$ cat config.mk
export PLATFORM = sky130hd
export DESIGN_NAME = linear_crossfade_mixer
export DESIGN_NICKNAME = d
export VERILOG_FILES = /design/src/hdl/lcfm_pkg.sv /design/src/hdl/lcfm_div.sv /design/src/hdl/linear_crossfade_mixer.sv
export SDC_FILE = /design/constraint.sdc
export NUM_CORES = 2
export LEC_CHECK = 0
export BUFFER_PORTS_ARGS = -buffer_cell sky130_fd_sc_hd__buf_2
export CAP_MARGIN = 10
export CORE_ASPECT_RATIO = 0.6
export CORE_UTILIZATION = 44
export CTS_BUF_LIST = sky130_fd_sc_hd__clkbuf_16
export DETAILED_ROUTE_END_ITERATION = 12
export PLACE_DENSITY = 0.59
export SYNTH_ARGS = -nofsm -noshare
export SYNTH_HDL_FRONTEND = slang
export SYNTH_HIERARCHICAL = 1
export SYNTH_SLANG_ARGS = --single-unit
$ cat constraint.sdc
create_clock -name aclk -period 9.4 [get_ports aclk]
set_clock_uncertainty 0.2 [all_clocks]
set_input_delay 1.41 -clock aclk [delete_from_list [all_inputs] [get_ports aclk]]
set_output_delay 1.41 -clock aclk [all_outputs]
set_load 0.01 [all_outputs]
$ cat src/hdl/lcfm_pkg.sv
// Package for the linear crossfade mixer: defaults, register codes, sequencer states, divider status.
`default_nettype none

package lcfm_pkg;

    // Default sizes
    localparam int SAMPLE_BITS_DEF    = 24;
    localparam int GAIN_FRAC_BITS_DEF = 14;
    localparam int MAX_CHANNELS_DEF   = 8;
    localparam int FRAME_BITS_DEF     = 16;

    // Gain is Q3.f: three integer bits plus sign above the fraction
    localparam int GAIN_INT_BITS  = 4;
    // Width of the channel count register
    localparam int CHANCOUNT_BITS = 4;
    // Width of the register index on the configuration port
    localparam int CFG_ADDR_BITS  = 3;

    typedef enum logic [CFG_ADDR_BITS-1:0] {
        REG_DST_GAIN_START = 3'd0,
        REG_DST_GAIN_END   = 3'd1,
        REG_SRC_GAIN_START = 3'd2,
        REG_SRC_GAIN_END   = 3'd3,
        REG_FRAME_COUNT    = 3'd4,
        REG_CHANNEL_COUNT  = 3'd5
    } lcfm_reg_t;

    typedef enum logic [3:0] {
        ST_IDLE,
        ST_RAMP_MUL,
        ST_RAMP_START,
        ST_RAMP_WAIT,
        ST_RAMP_ADD,
        ST_MIX_DST,
        ST_MIX_SRC,
        ST_SUM,
        ST_OUT
    } lcfm_state_t;

    // Divider status back to the sequencer
    typedef struct packed {
        logic busy;
        logic done;
    } lcfm_div_stat_t;

endpackage

`default_nettype wire

$ cat src/hdl/lcfm_div.sv
// Restoring unsigned divider, one quotient bit per cycle.
`default_nettype none

module lcfm_div #(
    parameter int DIVIDEND_BITS = 34,
    parameter int DIVISOR_BITS  = 16
) (
    input  wire logic                     aclk,
    input  wire logic                     aresetn,
    input  wire logic                     start,
    input  wire logic [DIVIDEND_BITS-1:0] dividend,
    input  wire logic [DIVISOR_BITS-1:0]  divisor,
    output logic      [DIVIDEND_BITS-1:0] quotient,
    output lcfm_pkg::lcfm_div_stat_t      stat
);
    import lcfm_pkg::*;

    localparam int CNT_BITS = $clog2(DIVIDEND_BITS + 1);

    logic [DIVIDEND_BITS-1:0] quo_reg;
    logic [DIVISOR_BITS-1:0]  rem_reg;
    logic [DIVISOR_BITS-1:0]  dvs_reg;
    logic [CNT_BITS-1:0]      cnt_reg;
    logic                     busy_reg;
    logic                     done_reg;

    logic [DIVISOR_BITS:0]    trial;
    logic [DIVISOR_BITS:0]    diff;
    logic                     take;

    assign trial = {rem_reg, quo_reg[DIVIDEND_BITS-1]};
    assign diff  = trial - {1'b0, dvs_reg};
    assign take  = (trial >= {1'b0, dvs_reg});

    always_ff @(posedge aclk) begin
        if (!aresetn) begin
            busy_reg <= 1'b0;
            done_reg <= 1'b0;
            cnt_reg  <= '0;
        end else begin
            done_reg <= 1'b0;
            if (start) begin
                busy_reg <= 1'b1;
                cnt_reg  <= CNT_BITS'(DIVIDEND_BITS);
            end else if (busy_reg) begin
                cnt_reg <= cnt_reg - 1'b1;
                if (cnt_reg == CNT_BITS'(1)) begin
                    busy_reg <= 1'b0;
                    done_reg <= 1'b1;
                end
            end
        end
    end

    always_ff @(posedge aclk) begin
        if (start) begin
            quo_reg <= dividend;
            rem_reg <= '0;
            dvs_reg <= divisor;
        end else if (busy_reg) begin
            quo_reg <= {quo_reg[DIVIDEND_BITS-2:0], take};
            rem_reg <= take ? diff[DIVISOR_BITS-1:0] : trial[DIVISOR_BITS-1:0];
        end
    end

    assign quotient  = quo_reg;
    assign stat.busy = busy_reg;
    assign stat.done = done_reg;

endmodule

`default_nettype wire

$ cat src/hdl/linear_crossfade_mixer.sv
// Top level of the linear crossfade mixer: sequencer, shared multiplier, output register.
//
//  channel | direction | beat contents (low bits first)
//  s_axis  | in        | tdata: dst_sample, src_sample
//  m_axis  | out       | tdata: mixed_sample; tuser: clipped; tlast: last
//  cfg     | in        | wr_en, addr = register index, wdata = value
//
// Steps: a beat on channel zero of a frame first updates both gains with the bit-serial ramp
//   divider, run once per gain (ramp multiply, divide, add), then mixes like any other channel;
//   any other channel steps through mix dst, mix src, sum and output, using the single shared multiplier.
// One beat is in work at a time; s_axis_tready is high only when the sequencer is idle.
// A finished result waits in the output register; the next input beat is taken meanwhile,
//   and the sequencer stalls in its last step only if that register is still full.
// Reset (aresetn, synchronous, active low) restores register defaults and the frame position.
`default_nettype none

module linear_crossfade_mixer #(
    parameter int SAMPLE_BITS    = lcfm_pkg::SAMPLE_BITS_DEF,
    parameter int GAIN_FRAC_BITS = lcfm_pkg::GAIN_FRAC_BITS_DEF,
    parameter int MAX_CHANNELS   = lcfm_pkg::MAX_CHANNELS_DEF,
    parameter int FRAME_BITS     = lcfm_pkg::FRAME_BITS_DEF,
    localparam int GAIN_BITS     = GAIN_FRAC_BITS + lcfm_pkg::GAIN_INT_BITS,
    localparam int CFG_DATA_BITS =
        (GAIN_BITS > FRAME_BITS) ? GAIN_BITS : FRAME_BITS,
    localparam int IN_DATA_BITS  = ((2 * SAMPLE_BITS + 7) / 8) * 8,
    localparam int OUT_DATA_BITS = ((SAMPLE_BITS + 7) / 8) * 8
) (
    input  wire logic                               aclk,
    input  wire logic                               aresetn,
    // slave side
    input  wire logic                               s_axis_tvalid,
    output logic                                    s_axis_tready,
    input  wire logic [IN_DATA_BITS-1:0]            s_axis_tdata,  // dst_sample, src_sample
    // master side
    output logic                                    m_axis_tvalid,
    input  wire logic                               m_axis_tready,
    output logic      [OUT_DATA_BITS-1:0]           m_axis_tdata,  // mixed_sample
    output logic                                    m_axis_tuser,  // clipped
    output logic                                    m_axis_tlast,
    // configuration writes
    input  wire logic                               cfg_wr_en,
    input  wire logic [lcfm_pkg::CFG_ADDR_BITS-1:0] cfg_addr,
    input  wire logic [CFG_DATA_BITS-1:0]           cfg_wdata
);
    import lcfm_pkg::*;

    // Multiplier operand widths: ramp is diff(G+1) x frame(F+1), mix is sample x gain
    localparam int MA = (SAMPLE_BITS > GAIN_BITS + 1) ? SAMPLE_BITS : GAIN_BITS + 1;
    localparam int MB = (GAIN_BITS > FRAME_BITS + 1) ? GAIN_BITS : FRAME_BITS + 1;
    localparam int PW = MA + MB;
    localparam int DIVIDEND_BITS = GAIN_BITS + FRAME_BITS;

    localparam int CI_W  = (MAX_CHANNELS > 1) ? $clog2(MAX_CHANNELS) : 1;
    localparam int CH_W  = $clog2(MAX_CHANNELS + 1);
    localparam int CHX_W = (CH_W > CHANCOUNT_BITS) ? CH_W : CHANCOUNT_BITS;

    localparam logic signed [PW:0] SAT_HI =
        {{(PW + 2 - SAMPLE_BITS){1'b0}}, {(SAMPLE_BITS - 1){1'b1}}};
    localparam logic signed [PW:0] SAT_LO =
        {{(PW + 2 - SAMPLE_BITS){1'b1}}, {(SAMPLE_BITS - 1){1'b0}}};

    // Configuration registers
    logic signed [GAIN_BITS-1:0]  dst_start_reg, dst_end_reg;
    logic signed [GAIN_BITS-1:0]  src_start_reg, src_end_reg;
    logic [FRAME_BITS-1:0]        frame_count_reg;
    logic [CHANCOUNT_BITS-1:0]    chan_count_reg;

    // Frame position and current gains
    logic [FRAME_BITS-1:0]        frame_idx_reg;
    logic [CI_W-1:0]              chan_idx_reg;
    logic signed [GAIN_BITS-1:0]  dst_gain_reg, src_gain_reg;

    // Sequencer and datapath
    lcfm_state_t                  state_reg, state_next;
    logic                         ramp_src_reg;
    logic signed [SAMPLE_BITS-1:0] dst_smp_reg, src_smp_reg;
    logic signed [PW-1:0]         prod_reg;
    logic signed [PW:0]           sum_reg;
    logic                         neg_reg;

    // Output register
    logic                         m_valid_reg;
    logic [SAMPLE_BITS-1:0]       m_data_reg;
    logic                         m_clip_reg;
    logic                         m_last_reg;

    // Effective counts and indices; user keeps config steady while a beat is in work, not enforced
    logic [FRAME_BITS-1:0]        n_eff, n_last, fi_eff;
    logic [CHX_W-1:0]             ch_x, ch_last_x;
    logic [CI_W-1:0]              ch_last, ci_eff;
    logic                         last_ch, last_fr;

    always_comb begin
        n_eff     = (frame_count_reg == '0) ? FRAME_BITS'(1) : frame_count_reg;
        n_last    = n_eff - 1'b1;
        fi_eff    = (frame_idx_reg >= n_eff) ? n_last : frame_idx_reg;
        ch_x      = CHX_W'(chan_count_reg);
        if (ch_x == '0) begin
            ch_x = CHX_W'(1);
        end
        if (ch_x > CHX_W'(MAX_CHANNELS)) begin
            ch_x = CHX_W'(MAX_CHANNELS);
        end
        ch_last_x = ch_x - 1'b1;
        ch_last   = ch_last_x[CI_W-1:0];
        ci_eff    = (CHX_W'(chan_idx_reg) >= ch_x) ? ch_last : chan_idx_reg;
        last_ch   = (ci_eff == ch_last);
        last_fr   = (fi_eff == n_last);
    end

    // Ramp operands
    logic signed [GAIN_BITS-1:0]  ramp_start, ramp_end;
    logic signed [GAIN_BITS:0]    ramp_diff;

    assign ramp_start = ramp_src_reg ? src_start_reg : dst_start_reg;
    assign ramp_end   = ramp_src_reg ? src_end_reg   : dst_end_reg;
    assign ramp_diff  = (GAIN_BITS + 1)'(ramp_end) - (GAIN_BITS + 1)'(ramp_start);

    // Shared multiplier
    logic signed [MA-1:0] mul_a;
    logic signed [MB-1:0] mul_b;
    logic signed [PW-1:0] mul_p;

    always_comb begin
        mul_a = '0;
        mul_b = '0;
        case (state_reg)
            ST_RAMP_MUL: begin
                mul_a = MA'(ramp_diff);
                mul_b = MB'($signed({1'b0, fi_eff}));
            end
            ST_MIX_DST: begin
                mul_a = MA'(dst_smp_reg);
                mul_b = MB'(dst_gain_reg);
            end
            ST_MIX_SRC: begin
                mul_a = MA'(src_smp_reg);
                mul_b = MB'(src_gain_reg);
            end
            default: begin
                mul_a = '0;
                mul_b = '0;
            end
        endcase
    end

    assign mul_p = PW'(mul_a) * PW'(mul_b);

    // Divider: |diff * i| / n, truncated toward zero
    logic signed [PW-1:0]         prod_mag;
    logic [DIVIDEND_BITS-1:0]     quotient;
    lcfm_div_stat_t               div_stat;
    logic                         div_start;
    logic signed [GAIN_BITS:0]    quo_s, ramp_sum;

    assign prod_mag  = prod_reg[PW-1] ? -prod_reg : prod_reg;
    assign div_start = (state_reg == ST_RAMP_START);

    lcfm_div #(
        .DIVIDEND_BITS(DIVIDEND_BITS),
        .DIVISOR_BITS (FRAME_BITS)
    ) u_div (
        .aclk    (aclk),
        .aresetn (aresetn),
        .start   (div_start),
        .dividend(prod_mag[DIVIDEND_BITS-1:0]),
        .divisor (n_eff),
        .quotient(quotient),
        .stat    (div_stat)
    );

    assign quo_s    = $signed({1'b0, quotient[GAIN_BITS-1:0]});
    assign ramp_sum = (GAIN_BITS + 1)'(ramp_start) + (neg_reg ? -quo_s : quo_s);

    // Floor shift and saturation
    logic signed [PW:0]           shifted;
    logic                         sat_hi, sat_lo;
    logic [SAMPLE_BITS-1:0]       res_data;

    assign shifted  = sum_reg >>> GAIN_FRAC_BITS;
    assign sat_hi   = (shifted > SAT_HI);
    assign sat_lo   = (shifted < SAT_LO);
    assign res_data = sat_hi ? SAT_HI[SAMPLE_BITS-1:0] :
                      sat_lo ? SAT_LO[SAMPLE_BITS-1:0] : shifted[SAMPLE_BITS-1:0];

    logic out_free;
    logic s_accept;
    logic load_out;

    assign out_free = !m_valid_reg || m_axis_tready;
    assign s_accept = s_axis_tvalid && s_axis_tready;
    assign load_out = (state_reg == ST_OUT) && out_free;

    // Sequencer
    always_comb begin
        state_next = state_reg;
        unique case (state_reg)
            ST_IDLE: begin
                if (s_axis_tvalid) begin
                    state_next = (ci_eff == '0) ? ST_RAMP_MUL : ST_MIX_DST;
                end
            end
            ST_RAMP_MUL:   state_next = ST_RAMP_START;
            ST_RAMP_START: state_next = ST_RAMP_WAIT;
            ST_RAMP_WAIT: begin
                if (div_stat.done) begin
                    state_next = ST_RAMP_ADD;
                end
            end
            ST_RAMP_ADD:   state_next = ramp_src_reg ? ST_MIX_DST : ST_RAMP_MUL;
            ST_MIX_DST:    state_next = ST_MIX_SRC;
            ST_MIX_SRC:    state_next = ST_SUM;
            ST_SUM:        state_next = ST_OUT;
            ST_OUT: begin
                if (out_free) begin
                    state_next = ST_IDLE;
                end
            end
            default:       state_next = ST_IDLE;
        endcase
    end

    always_ff @(posedge aclk) begin
        if (!aresetn) begin
            state_reg <= ST_IDLE;
        end else begin
            state_reg <= state_next;
        end
    end

    // Configuration port
    always_ff @(posedge aclk) begin
        if (!aresetn) begin
            dst_start_reg   <= GAIN_BITS'(1) << GAIN_FRAC_BITS;
            dst_end_reg     <= GAIN_BITS'(1) << GAIN_FRAC_BITS;
            src_start_reg   <= '0;
            src_end_reg     <= '0;
            frame_count_reg <= FRAME_BITS'(1);
            chan_count_reg  <= CHANCOUNT_BITS'(1);
        end else if (cfg_wr_en) begin
            unique case (cfg_addr)
                REG_DST_GAIN_START: dst_start_reg   <= cfg_wdata[GAIN_BITS-1:0];
                REG_DST_GAIN_END:   dst_end_reg     <= cfg_wdata[GAIN_BITS-1:0];
                REG_SRC_GAIN_START: src_start_reg   <= cfg_wdata[GAIN_BITS-1:0];
                REG_SRC_GAIN_END:   src_end_reg     <= cfg_wdata[GAIN_BITS-1:0];
                REG_FRAME_COUNT:    frame_count_reg <= cfg_wdata[FRAME_BITS-1:0];
                REG_CHANNEL_COUNT:  chan_count_reg  <= cfg_wdata[CHANCOUNT_BITS-1:0];
                default: ;
            endcase
        end
    end

    // Position and gain state
    always_ff @(posedge aclk) begin
        if (!aresetn) begin
            frame_idx_reg <= '0;
            chan_idx_reg  <= '0;
            dst_gain_reg  <= GAIN_BITS'(1) << GAIN_FRAC_BITS;
            src_gain_reg  <= '0;
            ramp_src_reg  <= 1'b0;
        end else begin
            if (s_accept) begin
                ramp_src_reg <= 1'b0;
            end
            if (state_reg == ST_RAMP_ADD) begin
                if (ramp_src_reg) begin
                    src_gain_reg <= ramp_sum[GAIN_BITS-1:0];
                end else begin
                    dst_gain_reg <= ramp_sum[GAIN_BITS-1:0];
                    ramp_src_reg <= 1'b1;
                end
            end
            if (load_out) begin
                if (last_ch) begin
                    chan_idx_reg  <= '0;
                    frame_idx_reg <= last_fr ? '0 : fi_eff + 1'b1;
                end else begin
                    chan_idx_reg  <= ci_eff + 1'b1;
                end
            end
        end
    end

    // Datapath payload
    always_ff @(posedge aclk) begin
        if (s_accept) begin
            dst_smp_reg <= s_axis_tdata[SAMPLE_BITS-1:0];
            src_smp_reg <= s_axis_tdata[2*SAMPLE_BITS-1:SAMPLE_BITS];
        end
        if (state_reg == ST_RAMP_MUL || state_reg == ST_MIX_DST
            || state_reg == ST_MIX_SRC) begin
            prod_reg <= mul_p;
        end
        if (state_reg == ST_RAMP_START) begin
            neg_reg <= prod_reg[PW-1];
        end
        if (state_reg == ST_MIX_SRC) begin
            sum_reg <= (PW + 1)'(prod_reg);
        end
        if (state_reg == ST_SUM) begin
            sum_reg <= sum_reg + (PW + 1)'(prod_reg);
        end
        if (load_out) begin
            m_data_reg <= res_data;
            m_clip_reg <= sat_hi || sat_lo;
            m_last_reg <= last_ch && last_fr;
        end
    end

    always_ff @(posedge aclk) begin
        if (!aresetn) begin
            m_valid_reg <= 1'b0;
        end else if (load_out) begin
            m_valid_reg <= 1'b1;
        end else if (m_axis_tready) begin
            m_valid_reg <= 1'b0;
        end
    end

    assign s_axis_tready = (state_reg == ST_IDLE);
    assign m_axis_tvalid = m_valid_reg;
    assign m_axis_tdata  = OUT_DATA_BITS'(m_data_reg);
    assign m_axis_tuser  = m_clip_reg;
    assign m_axis_tlast  = m_last_reg;

endmodule

`default_nettype wire

==> results.toml <==
[global_route]
gr-total-overflow = 0
grt_max_degree = 83
met1_usage_pct = 42.3
grt.total_usage_pct = 25.6
antenna_found_initial = 1
grt_pass1_vias = 28500
gr-usage-met2_pct = 30.4
grt_first_pass_wirelength_um = 173000
met3_usage_pct = 9.85
grt.busiest_layer = "met1"

[clock_network]
clk_pin_slew_ps = 70
ctsHtreeMaxLevel = 2
cts_buffers = 43
cts_sinks = 387
cts_buffer_depth = 3
holdBufCountCts = 0
insertion_delay_ps = 590
root_buffer = "clkbuf_16"
cts_tree = "yes"

[power_and_ir_drop]
p_switching_mw = 2.02
cellLeakagePower_nw = 19.3
p_clk_share_pct = 31.0
ir_drop_mv = 0.145
power.density_mw_per_mm2 = 130
intPower_mw = 3.69
combinationalPowerShare_pct = 31.9
seqPwrFrac_pct = 37.1
p_sw_share_pct = 35.3
total_power_mw = 5.71

[critical_path]
critPathMaxStageDelay_ps = 540
reg2reg_to = "prod_reg[40]"
r2r_start = "frame_count_reg[9]"
cp.required_ps = 9530
worstSetupStartpointType = "register"
cp_slowest_cell = "fa_1"
arrival_ps = 9410
setup.worst_path.end_class = "register"
reg2regPathDepth = 40
crit_type = "register to register"
cpMostUsedCell = "buf_4"
crit_fanout = 7
r2r_setup_slack_ps = 110

[cells_and_area]
fin_nets = 5203
fillers = 7978
fin_area_mm2 = 0.0439
syn_to_final_growth_pct = 15.3
diodes = 0
drive_gt1_share_pct = 15.6
largest_reg_flops = 43
layout_commonest_cell = "nand2_1"
final_cell_mix = "nand2_1, inv_1, fa_1"

[routing]
dr.pass1.iters = 8
drc = 0
post_drt_wl_per_cell_um = 20.2
final_antenna_net_count = 0
routed_wl_um = 114000
vias = 30200
drt-initial-drc-count = 3043
via_per_inst = 5.35

[floorplanning]
die_h_um = 230
core_mm2 = 0.0856
fp-row-count = 83
io-pin-count = 102
initial_core_util_pct = 44.5
die_x_um = 382
die_area_mm2 = 0.0877

[sta]
fmax_mhz = 108
final_hold_viol_count = 0
fin_crit_ps = 9290
slew_violations = 0
slew_headroom_pct = 23.0
period_share_pct = 98.8
setup_viol = 0
rsz0062_at_grt = "true"
worst_slew_pin_slew_ps = 1150
setup_tns_ps = 0

[run_status]
status = "finished, final reports clean"

[min_path]
min_from = "src_end_reg[12]"
min_path_cells = 2
hold_class = "register to register"
hold_end = "src_end_reg[12]"

[synth]
synth_warnings = 6
synthCells = 4228
syn_area_mm2 = 0.0381
syn-num-nets = 4957
syn_avg_cell_area_um2 = 9.00

[place]
place.port_buffers = 101
gp_congestion = 0.960
post-dp-hpwl_um = 91300
post_dp_cell_area_mm2 = 0.0415

[run]
maxCapViolCount = 0
final cells by class:
cell class              instances  area (um2)  share of cell area [%]
inverters                     632        2370                    5.40
clock inverters                33         350                   0.798
well taps                    1147        1440                    3.27
clock buffers                  43        1080                    2.45
multi-input cells            3021       25800                    58.8
repair buffers                389        2990                    6.81
flip-flops and latches        387        9860                    22.4
metal layers:
metal / vias up / share of wire, %
li1: 14300 / -
met1: 14500 / 51
met2: 1294 / 35
met3: 97 / 13
met4: 2 / 1.2
met5: - / 0.15
repair_timing:
action | CTS | global route
pin swaps | 32 | 63
setup endpoints to repair | 4 | 19
buffers inserted | 21 | 40
gates resized for setup | 26 | 92
gates cloned | 1 | 2
per-stage QoR:
step | hold WS (ps) | setup slack (ps) | util [%] | std cells
final | 260 | 115 | 51.3 | 5652
after global routing | 282 | -214 | 51.3 | 5652
after CTS | 264 | 0.184 | 50.5 | 5611
after detailed placement | 254 | -194 | 48.5 | 5513
after global placement | 248 | -20.4 | 48.5 | 5513
after floorplan | 237 | 0.954 | - | 4228
worst max-delay path, delay by kind of cell, from the launching register on:
family	cells	cell delay, ps
flops	1	340
buf+inv	10	1070
compound gates	14	2490
simple gates	6	970
mux	1	330
xor+xnor	1	110
fa+ha+maj	8	3530
power groups by stage:
stage	logic, mW	clock network [mW]	registers [mW]
2_1_floorplan	1.19	0	2.10
3_3_place_gp	1.74	0	2.15
3_5_place_dp	1.75	0	2.15
4_1_cts	1.76	1.81	2.12
5_1_grt	1.97	1.87	2.14
6_report	1.82	1.77	2.12
how the worst max path moves through the flow:
| stage | start | endpoint | slack (ps) | cells after the start |
|---|---|---|---|---|
| after floorplan | frame_count_reg[10] | prod_reg[40] | 1 | 38 |
| after global placement | frame_count_reg[6] | prod_reg[40] | -20 | 37 |
| after detailed placement | frame_count_reg[0] | prod_reg[40] | -190 | 37 |
| after CTS | frame_count_reg[3] | prod_reg[41] | 0.2 | 38 |
| after global routing | frame_count_reg[9] | prod_reg[40] | -210 | 40 |
| final | frame_count_reg[9] | prod_reg[40] | 110 | 40 |
No activity file was read; power rests on OpenSTA's default activity.
